<file path="src/rtl/core/hjbt_pkg.sv">
// hjbt_pkg: shared types and constants for the hash join build table
// beat structs, table entry layout, status codes and hash constants
// no dependencies
package hjbt_pkg;

  localparam int unsigned TABLE_SLOTS_DEF = 1024;
  localparam int unsigned KEY_W           = 31;
  localparam int unsigned CFG_W           = 4;
  localparam int unsigned SLOT_OUT_W      = 10;

  localparam logic [31:0] HASH_MULT        = 32'd2654435761;
  // "PROMO" with the first byte most significant
  localparam logic [39:0] PROMO_WORD       = 40'h50524F4D4F;
  localparam logic [CFG_W-1:0] SLOTS_LOG2_RST = 4'd10;

  typedef enum logic [2:0] {
    ST_INSERTED = 3'd0,
    ST_UPDATED  = 3'd1,
    ST_FOUND    = 3'd2,
    ST_MISS     = 3'd3,
    ST_BAD_KEY  = 3'd4,
    ST_FULL     = 3'd5
  } status_e;

  typedef enum logic {
    OP_INSERT = 1'b0,
    OP_LOOKUP = 1'b1
  } op_e;

  typedef struct packed {
    logic               operation;
    logic signed [31:0] join_key;
    logic [39:0]        type_prefix;
  } in_beat_t;

  typedef struct packed {
    status_e                 status;
    logic [SLOT_OUT_W-1:0]   slot_index;
    logic                    promo_flag;
  } out_beat_t;

  // one table slot: a stored key of zero marks an empty slot
  typedef struct packed {
    logic             flag;
    logic [KEY_W-1:0] key;
  } entry_t;

  // write port request from the sequencer to the slot store
  typedef struct packed {
    logic   we;
    entry_t wdata;
  } store_wr_t;

endpackage

</file>
<file path="src/rtl/core/hjbt_hash.sv">
// hjbt_hash: multiplicative hash, registered product, masked home slot
// depends on hjbt_pkg
module hjbt_hash #(
  parameter int unsigned AW = 10
) (
  input  logic          clk_i,
  input  logic          load_i,
  input  logic [31:0]   key_i,
  input  logic [AW-1:0] mask_i,
  output logic [AW-1:0] home_o
);
  import hjbt_pkg::*;

  logic [31:0] product_q;

  // low 32 bits of the product only
  always_ff @(posedge clk_i) begin
    if (load_i) begin
      product_q <= key_i * HASH_MULT;
    end
  end

  assign home_o = product_q[AW-1:0] & mask_i;

endmodule

</file>
<file path="config.mk">
export PLATFORM = sky130hd
export DESIGN_NAME = hjbt_hash
export DESIGN_NICKNAME = d
export VERILOG_FILES = /design/src/rtl/core/hjbt_pkg.sv /design/src/rtl/core/hjbt_hash.sv
export SDC_FILE = /design/constraint.sdc
export NUM_CORES = 1
export LEC_CHECK = 0
export BUFFER_PORTS_ARGS = -buffer_cell sky130_fd_sc_hd__buf_2
export CORE_MARGIN = 1.5
export CORE_UTILIZATION = 28
export DETAILED_ROUTE_END_ITERATION = 12
export HOLD_SLACK_MARGIN = 0.08
export PLACE_DENSITY = 0.65
export SETUP_SLACK_MARGIN = 0.2
export SYNTH_ARGS = -nofsm -noshare
export SYNTH_HDL_FRONTEND = slang
export SYNTH_SLANG_ARGS = --single-unit
</file>
<file path="constraint.sdc">
create_clock -name clk_i -period 3.7 [get_ports clk_i]
set_clock_uncertainty 0.2 [all_clocks]
set_input_delay 0.37 -clock clk_i [delete_from_list [all_inputs] [get_ports clk_i]]
set_output_delay 0.37 -clock clk_i [all_outputs]
set_load 0.01 [all_outputs]
</file>
==> summary.txt, run 1 <==
Outcome
  – Status: completed

STA
  – Setup ws final: 338 ps
  – Worst Max-Slew Pin Slew: 268 ps
  – Final Hold Fails: 0
  – RSZ-0062 raised after global routing: no
  – Max-slew headroom: 82.0%
  – Max frequency: 297 MHz
  – Final Critical Period: 3360 ps
  – Final Slew Violations: 0
  – Fin crit share: 90.9%
  – Setup TNS: 0 ps
  – Final setup viols: 0

Die
  – Number of cell rows: 19
  – Die height: 56.7 µm
  – Die width: 56.7 µm
  – Initial Utilization: 29.3%
  – Die Area: 3220 µm²
  – Ports: 54
  – Core area: 2760 µm²

Final layout
  – Fraction of layout cells with a size suffix above 1: 36.7%
  – Fin util: 37.9%
  – Final Net Count: 165
  – N_diodes: 0
  – Largest Register: product_q
  – P&R area growth vs syn: 29.3%
  – Largest registers: product_q: 10 flops
  – Fillers: 290
  – Largest register FFs: 10

Setup path
  – Crit-path max FO: 3
  – CP required: 3500 ps
  – Critical Path Sink Type: register
  – Critical Path AT: 3160 ps
  – Crit start category: primary input
  – Crit Path Category: primary input to register

Drt
  – Max layer used: met4
  – Remaining DRCs: 0
  – Drt first-iter violations: 7
  – Detailed Routing Iterations Pass 1: 2
  – Routed wire length on met2: 644 µm
  – Metal1 wirelength: 515 µm
  – Routed wl met3: 141 µm
  – Via density: 4.31
  – Routed Antenna Nets: 0
  – WL/cell: 10.1 µm
  – Final WL: 1310 µm
  – Total number of vias: 556

Pwr
  – Leakage Power: 0.540 nW
  – PwrDens: 416 nW/µm²
  – Max VDD drop: 0.225 mV

Clock network
  – Worst-path clk slew: 60 ps
  – CTS Buf Count: 3
  – Postcts setup bufs: 0
  – Max Root-Sink Buffers: 2
  – Root buffer cell: clkbuf_4
  – CTS tree: done
  – H-Tree Depth: 1
  – Hold buffers post-CTS: 0
  – Clk sinks: 10

Yosys
  – Post-Syn Instances: 64
  – Syn Nets: 129
  – #FFs+latches synth: 10
  – Yosys Warn Count: 0
  – Post-synth cell types: 10
  – Synth Cell Area: 808 µm²
  – Register area share after synthesis: 37.2%
  – Synth Area per Inst: 12.6 µm²

Global routing
  – Vias in the first global route: 522
  – GRT Residual Overflow: 0
  – Gr usage total: 8.40%
  – Global-route wire length before repair: 2050 µm
  – Pin count of the biggest net entering global routing: 11
  – Initial antenna violation count: 0

Placed design
  – GPL Wtd Cong: 0.668
  – PortBufs: 31
  – Post-DP HPWL: 1150 µm
  – Worst slack, placed: 41.4 ps

Worst hold path
  – Hold Path Stages: 1
  – Min-Delay Startpoint: key_i[3]
  – Worst min path class: primary input to register
  – Hold Path End: product_q[3]

Run
  – Max Cap Viol: 0
==> power by group <==
| part | internal [W] | switching [W] |
|---|---|---|
| Sequential | 0.000161 | 0.00000479 |
| Clock | 0.0000372 | 0.0000305 |
| Combinational | 0.000109 | 0.0000923 |
==> layout make-up <==
| cell class | instances | area (µm²) | share of cell area (%) |
|---|---|---|---|
| tap | 31 | 38.8 | 3.71 |
| inverter | 9 | 33.8 | 3.23 |
| sequential | 10 | 300 | 28.7 |
| multi-input combinational | 45 | 494 | 47.3 |
| timing repair buffer | 31 | 155 | 14.9 |
| clock buffer | 3 | 22.5 | 2.16 |
==> placed cells by master (no fill, tap or decap), drive strengths merged <==
| cell type | Yosys | layout |
|---|---|---|
| fa | 3 | 3 |
| xor2 | 2 | 2 |
| a21oi | 2 | 2 |
| edfxtp | 10 | 10 |
| inv | 9 | 9 |
| ha | 18 | 18 |
| a21o | 2 | 2 |
| buf | 0 | 31 |
| xnor3 | 1 | 1 |
| xnor2 | 7 | 7 |
| and2 | 10 | 10 |
| clkbuf | 0 | 3 |
==> through the flow <==
step	instance area [µm²]	std cells	power, W	hold WS (ps)
after floorplan	808	64	0.000308	269
after global placement	1000	126	0.000357	395
after detailed placement	1000	126	0.000363	397
after CTS	1020	129	0.000433	126
after global routing	1040	129	0.000475	127
final	1040	129	0.000435	132
==> synth_stat cells <==
library cell | n | area (µm²)
and2_1 | 10 | 62.6
inv_1 | 9 | 33.8
a21oi_1 | 2 | 10.0
xnor2_1 | 7 | 61.3
xor2_1 | 2 | 17.5
edfxtp_1 | 10 | 300
a21o_1 | 2 | 15.0
xnor3_1 | 1 | 22.5
fa_1 | 3 | 60.1
ha_1 | 18 | 225
==> kinds of logic after synthesis <==
| family | after synthesis | share of synthesized area, % |
|---|---|---|
| and+or+nand+nor | 10 | 7.74 |
| buffers and inverters | 9 | 4.18 |
| xor gates and xnor gates | 10 | 12.5 |
| AOI/OAI and AO/OA | 4 | 3.10 |
| adders and majority gates | 21 | 35.3 |
| DFF | 10 | 37.2 |
==> worst max path at each step <==
stage               cells after the start  startpoint           end  slack, ps
finish                                 12    key_i[3]  product_q[9]        340
global route                           12    key_i[3]  product_q[9]        190
CTS                                    12    key_i[0]  product_q[9]        320
detailed placement                     12    key_i[0]  product_q[9]         40
global placement                       12    key_i[0]  product_q[9]        100
floorplan                              11    key_i[0]  product_q[9]        360
==> critical path: stages <==
cell	delay, ps
buf_2	120
ha_1	290
ha_1	270
inv_1	50
fa_1	530
inv_1	40
ha_1	310
fa_1	410
xnor2_1	190
xnor3_1	290
xnor2_2	170
xnor2_1	120
==> layer usage <==
layer	up-vias	track usage, %
li1	285	-
met1	242	9.46
met2	27	14.0
met3	2	2.30
met4	0	5.10
met5	-	0
==> what timing repair did <==
| item | in CTS | in global routing |
|---|---|---|
| resized for setup | 0 | 2 |
| endpoints found under the setup margin | 0 | 1 |
| endpoints found under the hold margin | 0 | 0 |
(Power assumes the default switching activity.)
==> run 2, diff against run 1 <==
--- a/config.mk
+++ b/config.mk
@@ -6,11 +6,13 @@
 export NUM_CORES = 1
 export LEC_CHECK = 0
 export BUFFER_PORTS_ARGS = -buffer_cell sky130_fd_sc_hd__buf_2
+export CELL_PAD_IN_SITES_DETAIL_PLACEMENT = 1
+export CELL_PAD_IN_SITES_GLOBAL_PLACEMENT = 1
 export CORE_MARGIN = 1.5
 export CORE_UTILIZATION = 28
 export DETAILED_ROUTE_END_ITERATION = 12
 export HOLD_SLACK_MARGIN = 0.08
-export PLACE_DENSITY = 0.65
+export PLACE_DENSITY = 0.82
 export SETUP_SLACK_MARGIN = 0.2
 export SYNTH_ARGS = -nofsm -noshare
 export SYNTH_HDL_FRONTEND = slang
==> constraint.sdc (replaced) <==
create_clock -name clk_i -period 3.7 [get_ports clk_i]
set_clock_uncertainty 0.2 [all_clocks]
set_input_delay 0.925 -clock clk_i [delete_from_list [all_inputs] [get_ports clk_i]]
set_output_delay 0.925 -clock clk_i [all_outputs]
set_load 0.01 [all_outputs]
==> summary.txt, run 2 (synthesized netlist as in run 1, its figures left out) <==
Setup path
  – Crit Path Category: primary input to register
  – Crit-path max FO: 2
  – Critical Path Sink Type: register
  – CP bufs+invs: 3
  – Max incr delay on CP: 500 ps
  – Critical Path AT: 3410 ps
  – Most frequent CP cell: ha_4
  – CP cell instances: buf_2, ha_4, ha_4, inv_2, fa_1, inv_2, ha_4, fa_2, xnor2_2, xnor3_1, xnor2_1, xnor2_1
  – Kind of cell adding the most delay to the critical path: adder cells
  – CP required: 3500 ps
  – Crit start category: primary input
  – Highest-delay cell along the critical path: fa_1

STA
  – Max frequency: 277 MHz
  – Worst Max-Slew Pin Slew: 224 ps
  – Max-slew headroom: 85.1%
  – Final Hold Fails: 0
  – Final setup viols: 0
  – Final Critical Period: 3610 ps
  – Fin crit share: 97.6%
  – RSZ-0062 raised after global routing: yes
  – Final Slew Violations: 0

Drt
  – WL/cell: 13.2 µm
  – Detailed Routing Iterations Pass 1: 2
  – Drt first-iter violations: 4
  – Remaining DRCs: 0
  – Via density: 4.40
  – Routed Antenna Nets: 0
  – Final WL: 1790 µm
  – Total number of vias: 594

Die
  – Initial Utilization: 29.3%
  – Ports: 54
  – Core area: 2760 µm²
  – Die width: 56.7 µm
  – Die height: 56.7 µm
  – Die Area: 3220 µm²
  – Number of cell rows: 19

Final layout
  – Largest register FFs: 10
  – P&R area growth vs syn: 43.7%
  – Leading cell type in the layout, fill and taps excluded: buf_2
  – Largest Register: product_q
  – Final Net Count: 171
  – Fraction of layout cells with a size suffix above 1: 50.0%
  – Area of the multi-input gates: 566 µm²
  – Cell area after layout: 1160 µm²
  – Largest registers: product_q: 10 flops
  – Fin util: 42.1%
  – Fillers: 311
  – Commonest non-fill, non-tap cells in the layout: buf_2, ha_1, and2_1, edfxtp_1, inv_1
  – N_diodes: 0
  – Register Area: 300 µm²

Pwr
  – Final total power: 0.000483 W
  – Power share of the combinational group: 51.5%
  – PwrDens: 416 nW/µm²
  – Int Pwr: 0.000336 W
  – Leakage Power: 0.563 nW
  – Switching portion of total power: 30.4%
  – P_sw: 0.000147 W
  – Clock Power Share: 14.2%
  – Sequential share of power: 34.3%
  – Max VDD drop: 0.179 mV

Worst hold path
  – Worst min path class: primary input to register
  – Hold Path Stages: 1
  – Min-Delay Startpoint: key_i[3]
  – Hold Path End: product_q[3]

Outcome
  – Status: completed

Global routing
  – Gr usage total: 12.0%
  – Global-route wire length before repair: 2910 µm
  – Initial antenna violation count: 0
  – GRT Residual Overflow: 0
  – Pin count of the biggest net entering global routing: 11
  – Vias in the first global route: 688

Clock network
  – Root buffer cell: clkbuf_4
  – Hold buffers post-CTS: 0
  – Postcts setup bufs: 0
  – Clk sinks: 10
  – Max Root-Sink Buffers: 2
  – H-Tree Depth: 1
  – CTS Buf Count: 3
  – Worst-path clk slew: 60 ps
  – CTS tree: done

Placed design
  – GPL Wtd Cong: 0.723
  – Post-DP HPWL: 1600 µm
  – PortBufs: 31
  – DP Area: 1120 µm²

Run
  – Max Cap Viol: 0
-- run 2: power by group through the flow --
stage          Combinational (W)  Clock [W]  Sequential, W
6_report                0.000249  0.0000686       0.000165
5_1_grt                 0.000277  0.0000754       0.000169
4_1_cts                 0.000252  0.0000723       0.000166
3_5_place_dp            0.000248          0       0.000169
3_3_place_gp            0.000231          0       0.000167
2_1_floorplan           0.000170          0       0.000166
-- run 2: area by class of cell --
class                           instances  area share [%]
Clock buffer                            3            1.94
Inverter                                9            2.91
Multi-Input combinational cell         45            48.7
Sequential cell                        10            25.9
Tap cell                               31            3.34
Timing Repair Buffer                   37            17.2
-- run 2: what timing repair did --
action                                  4_1_cts  5_1_grt
endpoints found under the setup margin        1        2
pin swaps                                     4        1
gates resized for setup                       1        2
hold endpoints to repair                      0        0
-- run 2: routing by layer --
| layer | up-vias | wire length [µm] | GRT usage, % |
|---|---|---|---|
| met1 | 268 | 621 | 11.3 |
| met3 | 2 | 147 | 2.07 |
| met2 | 28 | 1010 | 24.9 |
| li1 | 296 | - | - |
| met5 | - | 0 | 0 |
| met4 | 0 | 7 | 4.08 |
-- run 2: per-stage QoR --
step	instances	setup slack, ps	setup TNS, ps	hold WS [ps]
after floorplan	64	40.8	0	824
after global placement	132	-182	-189	974
after detailed placement	132	-239	-281	982
after CTS	135	94.0	0	712
after global routing	135	16.7	0	748
final	135	90.3	0	743
-- run 2: how the worst max path moves through the flow --
stage / startpoint / endpoint / slack, ps / cells after the start
5_1_grt: key_i[3] / product_q[9] / 20 / 12
2_1_floorplan: key_i[1] / product_q[9] / 40 / 11
6_report: key_i[1] / product_q[9] / 90 / 12
3_3_place_gp: key_i[1] / product_q[9] / -180 / 12
4_1_cts: key_i[1] / product_q[9] / 90 / 12
3_5_place_dp: key_i[1] / product_q[9] / -240 / 12
